File: src/rtl/gmd_pkg.sv
// shared types, constants and helpers for the grid maze depth-first solver
// used by every module under rtl; depends on nothing else
package gmd_pkg;

    localparam int GRID_WIDTH  = 16;
    localparam int GRID_HEIGHT = 16;
    localparam int CELL_COUNT  = GRID_WIDTH * GRID_HEIGHT;

    localparam int COL_W  = $clog2(GRID_WIDTH);
    localparam int ROW_W  = $clog2(GRID_HEIGHT);
    localparam int CELL_W = $clog2(CELL_COUNT);
    localparam int SP_W   = CELL_W + 1;
    localparam int GOAL_W = 4;
    localparam int WALL_W = 4;

    // register indexes of the configuration port
    typedef enum logic [0:0] {
        CFG_GOAL_COLUMN = 1'b0,
        CFG_GOAL_ROW    = 1'b1
    } cfg_index_t;

    // action codes, code 3 is reserved
    localparam logic [1:0] ACT_LOAD  = 2'd0;
    localparam logic [1:0] ACT_SOLVE = 2'd1;
    localparam logic [1:0] ACT_READ  = 2'd2;

    // search directions, in the order they are tried
    localparam logic [2:0] DIR_LEFT  = 3'd0;
    localparam logic [2:0] DIR_RIGHT = 3'd1;
    localparam logic [2:0] DIR_UP    = 3'd2;
    localparam logic [2:0] DIR_DOWN  = 3'd3;
    localparam logic [2:0] DIR_DONE  = 3'd4;

    // wall bit positions
    localparam int WALL_LEFT   = 0;
    localparam int WALL_RIGHT  = 1;
    localparam int WALL_TOP    = 2;
    localparam int WALL_BOTTOM = 3;

    typedef struct packed {
        logic [1:0]        action;
        logic [7:0]        cell_index;
        logic [WALL_W-1:0] wall_bits;
    } in_item_t;

    typedef struct packed {
        logic found;
        logic on_path;
        logic cell_visited;
    } out_item_t;

    // one cell memory word
    typedef struct packed {
        logic [WALL_W-1:0] walls;
        logic              visited;
        logic              path;
    } cell_word_t;

    // cell memory write with one enable per field
    typedef struct packed {
        logic              en_walls;
        logic              en_visited;
        logic              en_path;
        logic [CELL_W-1:0] addr;
        cell_word_t        data;
    } cell_wr_t;

    // a stack frame below the top; dir holds the next direction minus one
    typedef struct packed {
        logic [COL_W-1:0] col;
        logic [ROW_W-1:0] row;
        logic [1:0]       dir;
    } frame_t;

    typedef struct packed {
        logic              we;
        logic [CELL_W-1:0] waddr;
        frame_t            wdata;
        logic              re;
        logic [CELL_W-1:0] raddr;
    } stack_req_t;

    function automatic logic [CELL_W-1:0] cell_addr(input logic [COL_W-1:0] col,
                                                    input logic [ROW_W-1:0] row);
        return CELL_W'(int'(row) * GRID_WIDTH + int'(col));
    endfunction

endpackage

File: src/rtl/gmd_cell_ram.sv
// cell memory: walls, visited mark and path mark of every maze cell
// one write port with per-field enables, one registered read port; uses gmd_pkg
module gmd_cell_ram (
    input  logic                        clk,
    input  gmd_pkg::cell_wr_t           wr,
    input  logic                        rd_en,
    input  logic [gmd_pkg::CELL_W-1:0]  rd_addr,
    output gmd_pkg::cell_word_t         rd_data
);
    import gmd_pkg::*;

    cell_word_t mem [CELL_COUNT];

    always_ff @(posedge clk)
    begin
        if (wr.en_walls)
        begin
            mem[wr.addr].walls <= wr.data.walls;
        end
        if (wr.en_visited)
        begin
            mem[wr.addr].visited <= wr.data.visited;
        end
        if (wr.en_path)
        begin
            mem[wr.addr].path <= wr.data.path;
        end
        if (rd_en)
        begin
            rd_data <= mem[rd_addr];
        end
    end

endmodule

File: src/rtl/gmd_stack_ram.sv
// search stack memory: frames below the top of the depth-first stack
// one write port, one registered read port; uses gmd_pkg
module gmd_stack_ram (
    input  logic                clk,
    input  gmd_pkg::stack_req_t req,
    output gmd_pkg::frame_t     rd_data
);
    import gmd_pkg::*;

    frame_t mem [CELL_COUNT];

    always_ff @(posedge clk)
    begin
        if (req.we)
        begin
            mem[req.waddr] <= req.wdata;
        end
        if (req.re)
        begin
            rd_data <= mem[req.raddr];
        end
    end

endmodule

File: src/rtl/gmd_search.sv
// item sequencer: load, read, clearing sweeps and the depth-first search
// owns the cell and stack memories; uses gmd_pkg, gmd_cell_ram, gmd_stack_ram
module gmd_search (
    input  logic                      clk,
    input  logic                      rst_n,
    input  logic                      item_valid,
    output logic                      item_ready,
    input  gmd_pkg::in_item_t         item,
    input  logic [gmd_pkg::GOAL_W-1:0] goal_col,
    input  logic [gmd_pkg::GOAL_W-1:0] goal_row,
    output logic                      res_valid,
    input  logic                      res_take,
    output gmd_pkg::out_item_t        res
);
    import gmd_pkg::*;

    typedef enum logic [3:0] {
        S_INIT,
        S_IDLE,
        S_READ,
        S_CLEAR,
        S_START,
        S_WALLS,
        S_SEARCH,
        S_CHECK,
        S_POP_WAIT,
        S_MARK_TOP,
        S_MARK_RD,
        S_MARK_WR,
        S_RESULT
    } state_t;

    state_t            state_reg, state_next;
    logic [CELL_W-1:0] clr_reg, clr_next;
    logic [SP_W-1:0]   sp_reg, sp_next;
    logic [SP_W-1:0]   walk_reg, walk_next;
    logic [COL_W-1:0]  top_col_reg, top_col_next;
    logic [ROW_W-1:0]  top_row_reg, top_row_next;
    logic [2:0]        top_dir_reg, top_dir_next;
    logic [WALL_W-1:0] top_walls_reg, top_walls_next;
    logic [COL_W-1:0]  nxt_col_reg, nxt_col_next;
    logic [ROW_W-1:0]  nxt_row_reg, nxt_row_next;
    out_item_t         res_reg, res_next;

    cell_wr_t          cell_wr;
    logic              cell_rd_en;
    logic [CELL_W-1:0] cell_rd_addr;
    cell_word_t        cell_rd_data;
    stack_req_t        stk;
    frame_t            stk_rd_data;

    logic              move_open;
    logic [COL_W-1:0]  move_col;
    logic [ROW_W-1:0]  move_row;
    logic              move_goal;
    logic              idx_ok;

    gmd_cell_ram u_cell_ram (
        .clk     (clk),
        .wr      (cell_wr),
        .rd_en   (cell_rd_en),
        .rd_addr (cell_rd_addr),
        .rd_data (cell_rd_data)
    );

    gmd_stack_ram u_stack_ram (
        .clk     (clk),
        .req     (stk),
        .rd_data (stk_rd_data)
    );

    assign idx_ok = (32'(item.cell_index) < CELL_COUNT);

    // neighbor in the current direction of the top frame
    always_comb
    begin
        move_open = 1'b0;
        move_col  = top_col_reg;
        move_row  = top_row_reg;
        unique case (top_dir_reg)
            DIR_LEFT:
            begin
                move_open = (top_col_reg != '0) && !top_walls_reg[WALL_LEFT];
                move_col  = top_col_reg - COL_W'(1);
            end
            DIR_RIGHT:
            begin
                move_open = (top_col_reg != COL_W'(GRID_WIDTH - 1))
                            && !top_walls_reg[WALL_RIGHT];
                move_col  = top_col_reg + COL_W'(1);
            end
            DIR_UP:
            begin
                move_open = (top_row_reg != '0) && !top_walls_reg[WALL_TOP];
                move_row  = top_row_reg - ROW_W'(1);
            end
            DIR_DOWN:
            begin
                move_open = (top_row_reg != ROW_W'(GRID_HEIGHT - 1))
                            && !top_walls_reg[WALL_BOTTOM];
                move_row  = top_row_reg + ROW_W'(1);
            end
            default:
            begin
                move_open = 1'b0;
            end
        endcase
        move_goal = (32'(goal_col) == 32'(move_col)) && (32'(goal_row) == 32'(move_row));
    end

    always_comb
    begin
        state_next     = state_reg;
        clr_next       = clr_reg;
        sp_next        = sp_reg;
        walk_next      = walk_reg;
        top_col_next   = top_col_reg;
        top_row_next   = top_row_reg;
        top_dir_next   = top_dir_reg;
        top_walls_next = top_walls_reg;
        nxt_col_next   = nxt_col_reg;
        nxt_row_next   = nxt_row_reg;
        res_next       = res_reg;

        cell_wr      = '0;
        cell_rd_en   = 1'b0;
        cell_rd_addr = cell_addr(top_col_reg, top_row_reg);
        stk          = '0;

        item_ready = (state_reg == S_IDLE);
        res_valid  = (state_reg == S_RESULT);

        unique case (state_reg)
            S_INIT:
            begin
                // sweep after reset: all visited and path marks to zero
                cell_wr.en_visited = 1'b1;
                cell_wr.en_path    = 1'b1;
                cell_wr.addr       = clr_reg;
                clr_next           = clr_reg + CELL_W'(1);
                if (clr_reg == CELL_W'(CELL_COUNT - 1))
                begin
                    state_next = S_IDLE;
                end
            end
            S_IDLE:
            begin
                res_next = '0;
                if (item_valid)
                begin
                    unique case (item.action)
                        ACT_LOAD:
                        begin
                            cell_wr.en_walls   = idx_ok;
                            cell_wr.en_path    = idx_ok;
                            cell_wr.addr       = CELL_W'(item.cell_index);
                            cell_wr.data.walls = item.wall_bits;
                            state_next         = S_RESULT;
                        end
                        ACT_SOLVE:
                        begin
                            clr_next   = '0;
                            state_next = S_CLEAR;
                        end
                        ACT_READ:
                        begin
                            cell_rd_en   = idx_ok;
                            cell_rd_addr = CELL_W'(item.cell_index);
                            state_next   = idx_ok ? S_READ : S_RESULT;
                        end
                        default:
                        begin
                            state_next = S_RESULT;
                        end
                    endcase
                end
            end
            S_READ:
            begin
                res_next.on_path      = cell_rd_data.path;
                res_next.cell_visited = cell_rd_data.visited;
                state_next            = S_RESULT;
            end
            S_CLEAR:
            begin
                cell_wr.en_visited = 1'b1;
                cell_wr.addr       = clr_reg;
                clr_next           = clr_reg + CELL_W'(1);
                if (clr_reg == CELL_W'(CELL_COUNT - 1))
                begin
                    state_next = S_START;
                end
            end
            S_START:
            begin
                cell_wr.addr = '0;
                if ((goal_col == '0) && (goal_row == '0))
                begin
                    cell_wr.en_path   = 1'b1;
                    cell_wr.data.path = 1'b1;
                    res_next.found    = 1'b1;
                    sp_next           = '0;
                    state_next        = S_RESULT;
                end
                else
                begin
                    // only the walls lane is used from this read
                    cell_wr.en_visited   = 1'b1;
                    cell_wr.data.visited = 1'b1;
                    cell_rd_en           = 1'b1;
                    cell_rd_addr         = '0;
                    top_col_next         = '0;
                    top_row_next         = '0;
                    top_dir_next         = DIR_LEFT;
                    sp_next              = SP_W'(1);
                    state_next           = S_WALLS;
                end
            end
            S_WALLS:
            begin
                top_walls_next = cell_rd_data.walls;
                state_next     = S_SEARCH;
            end
            S_SEARCH:
            begin
                if (top_dir_reg == DIR_DONE)
                begin
                    if (sp_reg == SP_W'(1))
                    begin
                        sp_next        = '0;
                        res_next.found = 1'b0;
                        state_next     = S_RESULT;
                    end
                    else
                    begin
                        stk.re     = 1'b1;
                        stk.raddr  = CELL_W'(sp_reg - SP_W'(2));
                        sp_next    = sp_reg - SP_W'(1);
                        state_next = S_POP_WAIT;
                    end
                end
                else
                begin
                    top_dir_next = top_dir_reg + 3'd1;
                    if (move_open)
                    begin
                        if (move_goal)
                        begin
                            cell_wr.en_path   = 1'b1;
                            cell_wr.addr      = cell_addr(move_col, move_row);
                            cell_wr.data.path = 1'b1;
                            state_next        = S_MARK_TOP;
                        end
                        else
                        begin
                            cell_rd_en   = 1'b1;
                            cell_rd_addr = cell_addr(move_col, move_row);
                            nxt_col_next = move_col;
                            nxt_row_next = move_row;
                            state_next   = S_CHECK;
                        end
                    end
                end
            end
            S_CHECK:
            begin
                state_next = S_SEARCH;
                if (!cell_rd_data.visited)
                begin
                    cell_wr.en_visited   = 1'b1;
                    cell_wr.addr         = cell_addr(nxt_col_reg, nxt_row_reg);
                    cell_wr.data.visited = 1'b1;
                    // a full stack drops the push, the cell stays marked
                    if (32'(sp_reg) < CELL_COUNT)
                    begin
                        stk.we         = 1'b1;
                        stk.waddr      = CELL_W'(sp_reg - SP_W'(1));
                        stk.wdata.col  = top_col_reg;
                        stk.wdata.row  = top_row_reg;
                        stk.wdata.dir  = 2'(top_dir_reg - 3'd1);
                        top_col_next   = nxt_col_reg;
                        top_row_next   = nxt_row_reg;
                        top_dir_next   = DIR_LEFT;
                        top_walls_next = cell_rd_data.walls;
                        sp_next        = sp_reg + SP_W'(1);
                    end
                end
            end
            S_POP_WAIT:
            begin
                top_col_next = stk_rd_data.col;
                top_row_next = stk_rd_data.row;
                top_dir_next = {1'b0, stk_rd_data.dir} + 3'd1;
                cell_rd_en   = 1'b1;
                cell_rd_addr = cell_addr(stk_rd_data.col, stk_rd_data.row);
                state_next   = S_WALLS;
            end
            S_MARK_TOP:
            begin
                cell_wr.en_path   = 1'b1;
                cell_wr.addr      = cell_addr(top_col_reg, top_row_reg);
                cell_wr.data.path = 1'b1;
                walk_next         = '0;
                state_next        = S_MARK_RD;
            end
            S_MARK_RD:
            begin
                if (walk_reg == sp_reg - SP_W'(1))
                begin
                    res_next.found = 1'b1;
                    state_next     = S_RESULT;
                end
                else
                begin
                    stk.re     = 1'b1;
                    stk.raddr  = walk_reg[CELL_W-1:0];
                    state_next = S_MARK_WR;
                end
            end
            S_MARK_WR:
            begin
                cell_wr.en_path   = 1'b1;
                cell_wr.addr      = cell_addr(stk_rd_data.col, stk_rd_data.row);
                cell_wr.data.path = 1'b1;
                walk_next         = walk_reg + SP_W'(1);
                state_next        = S_MARK_RD;
            end
            S_RESULT:
            begin
                if (res_take)
                begin
                    state_next = S_IDLE;
                end
            end
            default:
            begin
                state_next = S_IDLE;
            end
        endcase
    end

    assign res = res_reg;

    always_ff @(posedge clk or negedge rst_n)
    begin
        if (!rst_n)
        begin
            state_reg   <= S_INIT;
            clr_reg     <= '0;
            sp_reg      <= '0;
            walk_reg    <= '0;
            top_dir_reg <= DIR_LEFT;
            res_reg     <= '0;
        end
        else
        begin
            state_reg   <= state_next;
            clr_reg     <= clr_next;
            sp_reg      <= sp_next;
            walk_reg    <= walk_next;
            top_dir_reg <= top_dir_next;
            res_reg     <= res_next;
        end
    end

    always_ff @(posedge clk)
    begin
        top_col_reg   <= top_col_next;
        top_row_reg   <= top_row_next;
        top_walls_reg <= top_walls_next;
        nxt_col_reg   <= nxt_col_next;
        nxt_row_reg   <= nxt_row_next;
    end

    a_push_in_range: assert property (@(posedge clk) disable iff (!rst_n)
        stk.we |-> ((32'(sp_reg) < CELL_COUNT)
                    && (stk.waddr == CELL_W'(sp_reg - SP_W'(1)))))
        else $error("stack push outside the frames in use");

    a_stack_one_access: assert property (@(posedge clk) disable iff (!rst_n)
        !(stk.we && stk.re))
        else $error("stack read and write in the same cycle");

    a_dir_range: assert property (@(posedge clk) disable iff (!rst_n)
        top_dir_reg <= DIR_DONE)
        else $error("top frame direction out of range");

    a_solve_busy: assert property (@(posedge clk) disable iff (!rst_n)
        (item_valid && item_ready && (item.action == ACT_SOLVE)) |=> !item_ready)
        else $error("new beat taken while a solve runs");

endmodule

File: src/rtl/grid_maze_dfs_path_solver.sv
// Grid maze path solver, depth-first, 16 x 16 cells.
// in channel (in_valid/in_ready/in_data): one beat is a load, a solve or a read.
//   load writes a cell's walls and clears its path mark; result beat all zero
//   solve clears every visited mark, searches from cell (0,0) to the goal
//   and marks the route; result beat carries found
//   read returns the path and visited marks of one cell
// out channel (out_valid/out_ready/out_data): exactly one result beat per item.
// cfg port: goal_column at index 0, goal_row at index 1, written on cfg_write_en;
//   write only while no item is in flight.
// a solve first clears every visited mark, then sets up the start cell, then runs
//   the search on the cell and stack memories, trying each direction of the top
//   frame, pushing open unvisited neighbours and popping exhausted frames, then
//   marks the route cells when the goal is reached.
// items are handled one at a time; the next item is taken while a result beat
//   waits in the output register, so a stalled receiver holds that beat and at most one more.
// after reset a clearing pass zeroes all marks with in_ready low;
//   config writes are taken throughout. goal registers reset to (15, 15).
// depends on gmd_pkg and gmd_search
module grid_maze_dfs_path_solver (
    input  logic                        clk,
    input  logic                        rst_n,
    input  logic                        in_valid,
    output logic                        in_ready,
    input  gmd_pkg::in_item_t           in_data,
    output logic                        out_valid,
    input  logic                        out_ready,
    output gmd_pkg::out_item_t          out_data,
    input  logic                        cfg_write_en,
    input  logic [0:0]                  cfg_index,
    input  logic [gmd_pkg::GOAL_W-1:0]  cfg_data
);
    import gmd_pkg::*;

    logic [GOAL_W-1:0] goal_col_reg, goal_col_next;
    logic [GOAL_W-1:0] goal_row_reg, goal_row_next;
    logic              out_valid_reg, out_valid_next;
    out_item_t         out_data_reg, out_data_next;

    logic              res_valid;
    logic              res_take;
    out_item_t         res;

    gmd_search u_search (
        .clk        (clk),
        .rst_n      (rst_n),
        .item_valid (in_valid),
        .item_ready (in_ready),
        .item       (in_data),
        .goal_col   (goal_col_reg),
        .goal_row   (goal_row_reg),
        .res_valid  (res_valid),
        .res_take   (res_take),
        .res        (res)
    );

    assign res_take = !out_valid_reg || out_ready;

    always_comb
    begin
        goal_col_next = goal_col_reg;
        goal_row_next = goal_row_reg;
        if (cfg_write_en)
        begin
            unique case (cfg_index_t'(cfg_index))
                CFG_GOAL_COLUMN: goal_col_next = cfg_data;
                CFG_GOAL_ROW:    goal_row_next = cfg_data;
                default:         goal_col_next = goal_col_reg;
            endcase
        end

        out_valid_next = out_valid_reg;
        out_data_next  = out_data_reg;
        if (res_valid && res_take)
        begin
            out_valid_next = 1'b1;
            out_data_next  = res;
        end
        else if (out_ready)
        begin
            out_valid_next = 1'b0;
        end
    end

    always_ff @(posedge clk or negedge rst_n)
    begin
        if (!rst_n)
        begin
            goal_col_reg  <= GOAL_W'(15);
            goal_row_reg  <= GOAL_W'(15);
            out_valid_reg <= 1'b0;
        end
        else
        begin
            goal_col_reg  <= goal_col_next;
            goal_row_reg  <= goal_row_next;
            out_valid_reg <= out_valid_next;
        end
    end

    always_ff @(posedge clk)
    begin
        out_data_reg <= out_data_next;
    end

    assign out_valid = out_valid_reg;
    assign out_data  = out_data_reg;

endmodule
File: config.mk
export PLATFORM = sky130hd
export DESIGN_NAME = grid_maze_dfs_path_solver
export DESIGN_NICKNAME = d
export VERILOG_FILES = /design/src/rtl/gmd_pkg.sv /design/src/rtl/gmd_cell_ram.sv /design/src/rtl/gmd_stack_ram.sv /design/src/rtl/gmd_search.sv /design/src/rtl/grid_maze_dfs_path_solver.sv
export SDC_FILE = /design/constraint.sdc
export NUM_CORES = 2
export LEC_CHECK = 0
export CAP_MARGIN = 30
export CORE_MARGIN = 2
export CORE_UTILIZATION = 45
export CTS_CLUSTER_SIZE = 12
export DETAILED_ROUTE_END_ITERATION = 12
export DONT_BUFFER_PORTS = 1
export GPL_ROUTABILITY_DRIVEN = 0
export PLACE_DENSITY = 0.61
export SETUP_SLACK_MARGIN = 0.02
export SYNTH_ARGS = -nofsm -noshare
export SYNTH_HDL_FRONTEND = slang
export SYNTH_SLANG_ARGS = --single-unit
File: constraint.sdc
create_clock -name clk -period 13.21 [get_ports clk]
set_input_delay 2.642 -clock clk [delete_from_list [all_inputs] [get_ports clk]]
set_output_delay 2.642 -clock clk [all_outputs]
set_load 0.02 [all_outputs]
==> flow_summary.html <==
<table>
<tr><th>Metric</th><th>Value</th></tr>
<tr><th colspan="2">Status</th></tr>
<tr><td>Result of the run</td><td>finished, final reports clean</td></tr>
<tr><th colspan="2">STA</th></tr>
<tr><td>Number of slew-limit violations in the final report</td><td>0</td></tr>
<tr><td>Crit share post-route</td><td>between 50% and 60%</td></tr>
<tr><td>Final setup vio count</td><td>0</td></tr>
<tr><td>Max Clock Skew</td><td>0.1094 ns</td></tr>
<tr><td>Fmax</td><td>approximately 0.13 GHz</td></tr>
<tr><td>Relative slew margins</td><td>9.343%</td></tr>
<tr><td>Slew at the pin closest to its max-slew limit</td><td>~1.3 ns</td></tr>
<tr><td>RSZ-0062 raised after global routing</td><td>no</td></tr>
<tr><td>Total count of hold-check failures in the final report</td><td>0</td></tr>
<tr><td>Minimum clock period after layout</td><td>between 7 and 8 ns</td></tr>
<tr><td>Post-route setup TNS</td><td>0 ns</td></tr>
<tr><th colspan="2">Finish</th></tr>
<tr><td>Register containing the most flip-flops in the final layout</td><td>u_search.u_stack_ram.mem</td></tr>
<tr><td>Multi-input gate area</td><td>approximately 43000 sq um</td></tr>
<tr><td>Layout overhead on the synthesized area</td><td>11.49%</td></tr>
<tr><td>Non-Filler Instances</td><td>18590</td></tr>
<tr><td>Layout Nets</td><td>between 10000 and 15000</td></tr>
<tr><td>Regs by FF count</td><td>u_search.u_stack_ram.mem (2560), u_search.u_cell_ram.mem (1536), u_search.u_stack_ram.rd_data (10)</td></tr>
<tr><td>Proportion of layout cells with a drive suffix above 1</td><td>under 10%</td></tr>
<tr><td>Fill cell total of the finished layout</td><td>between 30000 and 40000</td></tr>
<tr><td>Area of all sequential standard cells</td><td>about 130000 sq um</td></tr>
<tr><td>Number of flip-flops in the largest register</td><td>~2600</td></tr>
<tr><th colspan="2">Run</th></tr>
<tr><td>Number of violations of the max-capacitance limit</td><td>0</td></tr>
<tr><th colspan="2">Synth</th></tr>
<tr><td>Total standard cell area after synthesis</td><td>172400 sq um</td></tr>
<tr><td>Post-synthesis cell count</td><td>13280</td></tr>
<tr><td>Number of distinct library cells after synthesis</td><td>between 100 and 150</td></tr>
<tr><td>Fraction of synthesized cell area taken by the top area cell type</td><td>72.04%</td></tr>
<tr><td>Ys Warns</td><td>0</td></tr>
<tr><td>Most used DFF post-synth</td><td>sky130_fd_sc_hd__edfxtp_1</td></tr>
<tr><td>Sequential element share of the synthesized area</td><td>72.70%</td></tr>
<tr><td>Asr flop ratio synth</td><td>under 10%</td></tr>
<tr><td>Syn Area/Cell</td><td>between 10 and 15 sq um</td></tr>
<tr><td>Register bit total from synthesis</td><td>around 4200</td></tr>
<tr><td>EDFF count, synth</td><td>slightly above 4000</td></tr>
<tr><td>Number of nets produced by synthesis</td><td>approximately 13000</td></tr>
<tr><td>Biggest area consumer among synthesized cells</td><td>sky130_fd_sc_hd__edfxtp_1</td></tr>
<tr><td>Synth area leaders</td><td>sky130_fd_sc_hd__edfxtp_1, sky130_fd_sc_hd__nand2_1, sky130_fd_sc_hd__mux2i_1, sky130_fd_sc_hd__nor2_1, sky130_fd_sc_hd__nand3_1</td></tr>
<tr><th colspan="2">GRT</th></tr>
<tr><td>Initial antenna violation count</td><td>39</td></tr>
<tr><td>Maximum number of pins on one net before global-route repair</td><td>200</td></tr>
<tr><td>Leftover overflow at the end of global routing</td><td>0</td></tr>
<tr><td>Global router's overall resource usage</td><td>between 20% and 30%</td></tr>
<tr><td>Vias in the first global route</td><td>106400</td></tr>
<tr><td>First-pass GRT wire length</td><td>764500 um</td></tr>
<tr><th colspan="2">Clocking</th></tr>
<tr><td>Worst-path clk slew</td><td>~0.06 ns</td></tr>
<tr><td>Total setup buffers inserted after CTS</td><td>0</td></tr>
<tr><td>Clock latency of the later-clocked register in the worst-skew pair</td><td>between 1 and 1.5 ns</td></tr>
<tr><td>Inserted Clock Buffers</td><td>approximately 430</td></tr>
<tr><td>CTS tree</td><td>yes</td></tr>
<tr><td>Clock tree root driver cell</td><td>sky130_fd_sc_hd__clkbuf_16</td></tr>
<tr><td>Max Root-Sink Buffers</td><td>4</td></tr>
<tr><td>Clk sinks</td><td>~4200</td></tr>
<tr><td>Number of hold-repair buffers added at the cts stage</td><td>0</td></tr>
<tr><td>H-tree Lvls</td><td>5</td></tr>
<tr><td># resized after CTS</td><td>0</td></tr>
<tr><th colspan="2">Worst setup path</th></tr>
<tr><td>Critical path's top delay family</td><td>simple AND/OR/NAND/NOR gates</td></tr>
<tr><td>CP Launch Point</td><td>u_search.sp_reg[0]$_DFFE_PN0P_</td></tr>
<tr><td>Worst reg2reg startpoint</td><td>u_search.sp_reg[0]$_DFFE_PN0P_</td></tr>
<tr><td>Worst path max stage delay</td><td>about 0.93 ns</td></tr>
<tr><td>Reg2Reg Setup Slack</td><td>between 5 and 6 ns</td></tr>
<tr><td>Standard cell with the maximum stage delay on the critical path</td><td>sky130_fd_sc_hd__a2111oi_0</td></tr>
<tr><td>Critical Path Source Type</td><td>flop</td></tr>
<tr><td>Worst setup path category</td><td>flop to flop</td></tr>
<tr><td>Critical path endpoint</td><td>u_search.u_stack_ram.rd_data[4]$_DFFE_PP_</td></tr>
<tr><td>Number of buffers and inverters on the critical path</td><td>3</td></tr>
<tr><td>Number of cells on the worst reg-to-reg path</td><td>17</td></tr>
<tr><td>Stages on worst setup path</td><td>17</td></tr>
<tr><td>Reg-to-reg endpoint</td><td>u_search.u_stack_ram.rd_data[4]$_DFFE_PP_</td></tr>
<tr><td>Highest fanout seen on the critical path</td><td>approximately 130</td></tr>
<tr><td>Required arrival time at the worst endpoint</td><td>between 10 and 15 ns</td></tr>
<tr><td>List of cells traversed by the critical path</td><td>inv_1 &gt; ha_1 &gt; nor3b_2 &gt; nand2_1 &gt; xor3_1 &gt; and3_1 &gt; a21o_4 &gt; buf_4 &gt; nand2_8 &gt; buf_12 &gt; a211oi_1 &gt; a31oi_1 &gt; a2111oi_0 &gt; o21ai_0 &gt; and3_1 &gt; nor3_1 &gt; nor4_1</td></tr>
<tr><td>Kind of capture point of the worst setup path</td><td>flop</td></tr>
<tr><td>Dominant cell type by count on the critical path</td><td>sky130_fd_sc_hd__and3_1</td></tr>
<tr><td>Critical path data arrival time</td><td>about 8.5 ns</td></tr>
<tr><th colspan="2">Place</th></tr>
<tr><td>Post-DP HPWL</td><td>between 300000 and 400000 um</td></tr>
<tr><td>Count of input and output buffers</td><td>0</td></tr>
<tr><td>Placed cells</td><td>17760</td></tr>
<tr><th colspan="2">Routing</th></tr>
<tr><td>Via density per instance</td><td>6.166</td></tr>
<tr><td>Detail Route Antenna Nets</td><td>0</td></tr>
<tr><td>Drt first-iter violations</td><td>roughly 17000</td></tr>
<tr><td>Vias</td><td>around 110k</td></tr>
<tr><td>Routed wire per std cell</td><td>between 20 and 30 um</td></tr>
<tr><td>Residual DRC count</td><td>0</td></tr>
<tr><td>DRT Pass-1 Iters</td><td>8</td></tr>
<tr><td>Total wire length after detailed routing</td><td>around 540000 um</td></tr>
<tr><th colspan="2">Min path</th></tr>
<tr><td>Worst hold path startpoint</td><td>u_search.u_cell_ram.rd_data[5]$_DFFE_PP_</td></tr>
<tr><td>Class of the worst hold path</td><td>flop to flop</td></tr>
<tr><th colspan="2">Die</th></tr>
<tr><td>Row count</td><td>227</td></tr>
<tr><td>DIE HEIGHT</td><td>622.9 um</td></tr>
<tr><td>Ports</td><td>29</td></tr>
<tr><td>Die area</td><td>388000 sq um</td></tr>
<tr><td>Effective utilization at floorplan</td><td>between 40% and 50%</td></tr>
<tr><td>Area inside the core boundary</td><td>about 380000 sq um</td></tr>
<tr><td>Die X</td><td>slightly above 600 um</td></tr>
<tr><th colspan="2">Pwr</th></tr>
<tr><td>Power density over cell area</td><td>about 200 nW/um^2</td></tr>
<tr><td>Static leakage</td><td>between 0.06 and 0.07 uW</td></tr>
<tr><td>Worst VDD drop</td><td>~0.37 mV</td></tr>
</table>
==> worst min-delay path by stage <==
stage / to / slack [ns] / depth (start not counted)
global placement: u_search.top_walls_reg[2]$_DFFE_PP_ / 0.54 / 0
global route: u_search.top_walls_reg[2]$_DFFE_PP_ / 0.53 / 0
finish: u_search.top_walls_reg[3]$_DFFE_PP_ / 0.55 / 0
floorplan: u_search.top_walls_reg[0]$_DFFE_PP_ / 0.40 / 0
detailed placement: u_search.top_walls_reg[2]$_DFFE_PP_ / 0.54 / 0
CTS: u_search.top_walls_reg[2]$_DFFE_PP_ / 0.54 / 0
==> through the flow <==
step	setup WS, ns	power, uW	util, %	cell area (sq um)	hold WS, ns
2_1_floorplan	4.246	22390	-	172400	0.4003
3_3_place_gp	5.014	26040	46.42	177200	0.5413
3_5_place_dp	5.003	26180	46.81	178700	0.5433
4_1_cts	5.670	37390	50.16	191500	0.5450
5_1_grt	5.304	38840	50.33	192100	0.5305
6_report	5.397	37540	50.34	192200	0.5510
==> cell families after synthesis <==
kind of cell | Yosys count | share of synthesized area, %
AOI/OAI and AO/OA | 1924 | 7.487
muxes | 513 | 2.992
buffers and inverters | 993 | 2.662
adders and majority gates | 22 | 0.1684
DFF | 4180 | 72.70
and+or+nand+nor | 5593 | 13.68
xor gates and xnor gates | 51 | 0.3092
==> placed cells by master, fill, tap and decap left out, types with 153 or more instances in the layout <==
master                      synthesis  final
sky130_fd_sc_hd__o21ai_0          158    153
sky130_fd_sc_hd__a21oi_1          615    612
sky130_fd_sc_hd__a31oi_1          216    216
sky130_fd_sc_hd__a211oi_1         166    166
sky130_fd_sc_hd__and3_1           330    329
sky130_fd_sc_hd__clkbuf_16          0    438
sky130_fd_sc_hd__nand3_1          641    639
sky130_fd_sc_hd__mux2i_1          500    499
sky130_fd_sc_hd__o221ai_1         164    163
sky130_fd_sc_hd__buf_4             70    349
sky130_fd_sc_hd__nor2_1          1167   1146
sky130_fd_sc_hd__nand2_1         3069   3027
sky130_fd_sc_hd__edfxtp_1        4135   4135
sky130_fd_sc_hd__a311oi_1         185    185
==> metal layers <==
| layer | share of wire [%] | wire length (um) | global-route usage (%) |
|---|---|---|---|
| met2 | 45 | 241800 | 40.97 |
| met1 | 41 | 217300 | 38.79 |
| met4 | 2.9 | 15320 | 7.470 |
| met3 | 11 | 61340 | 5.612 |
| met5 | 0.010 | 54 | 0 |
==> final cells by class <==
type                    instances  area share, %
multi-input cells            8103          22.43
diodes                         18        0.02344
clock buffers                 570          5.967
well taps                    5038          3.280
clock inverters               182         0.6896
inverters                      28        0.05535
flip-flops and latches       4180          65.21
repair buffers                466          2.340
==> where the power goes <==
| part | internal [uW] | switching, uW | leakage [uW] |
|---|---|---|---|
| sequential | 15000 | 172 | 0.0386 |
| combinational | 2870 | 8140 | 0.0207 |
| clock | 6290 | 5080 | 0.00621 |
| total | 24200 | 13400 | 0.0655 |
==> cell usage after synthesis, types with 19 or more instances <==
library cell / count
sky130_fd_sc_hd__a32oi_1: 19
sky130_fd_sc_hd__nor2_1: 1167
sky130_fd_sc_hd__a22o_1: 20
sky130_fd_sc_hd__dfrtp_1: 37
sky130_fd_sc_hd__a22oi_1: 45
sky130_fd_sc_hd__nor4_1: 94
sky130_fd_sc_hd__inv_1: 27
sky130_fd_sc_hd__o21ai_0: 158
sky130_fd_sc_hd__o22ai_1: 103
sky130_fd_sc_hd__nand2_1: 3069
sky130_fd_sc_hd__nand3_1: 641
sky130_fd_sc_hd__mux2i_1: 500
sky130_fd_sc_hd__a221oi_1: 22
sky130_fd_sc_hd__buf_4: 70
sky130_fd_sc_hd__o221ai_1: 164
sky130_fd_sc_hd__edfxtp_1: 4135
sky130_fd_sc_hd__ha_1: 20
sky130_fd_sc_hd__xnor2_1: 23
sky130_fd_sc_hd__a311oi_1: 185
sky130_fd_sc_hd__a211oi_1: 166
sky130_fd_sc_hd__buf_2: 439
sky130_fd_sc_hd__nand4_1: 61
sky130_fd_sc_hd__a31oi_1: 216
sky130_fd_sc_hd__clkbuf_1: 366
sky130_fd_sc_hd__buf_1: 82
sky130_fd_sc_hd__xor2_1: 21
sky130_fd_sc_hd__or4_1: 19
sky130_fd_sc_hd__a2111oi_0: 40
sky130_fd_sc_hd__and3_1: 330
sky130_fd_sc_hd__a21oi_1: 615
sky130_fd_sc_hd__nor3_1: 128
No activity file was read; power rests on OpenSTA's default activity.
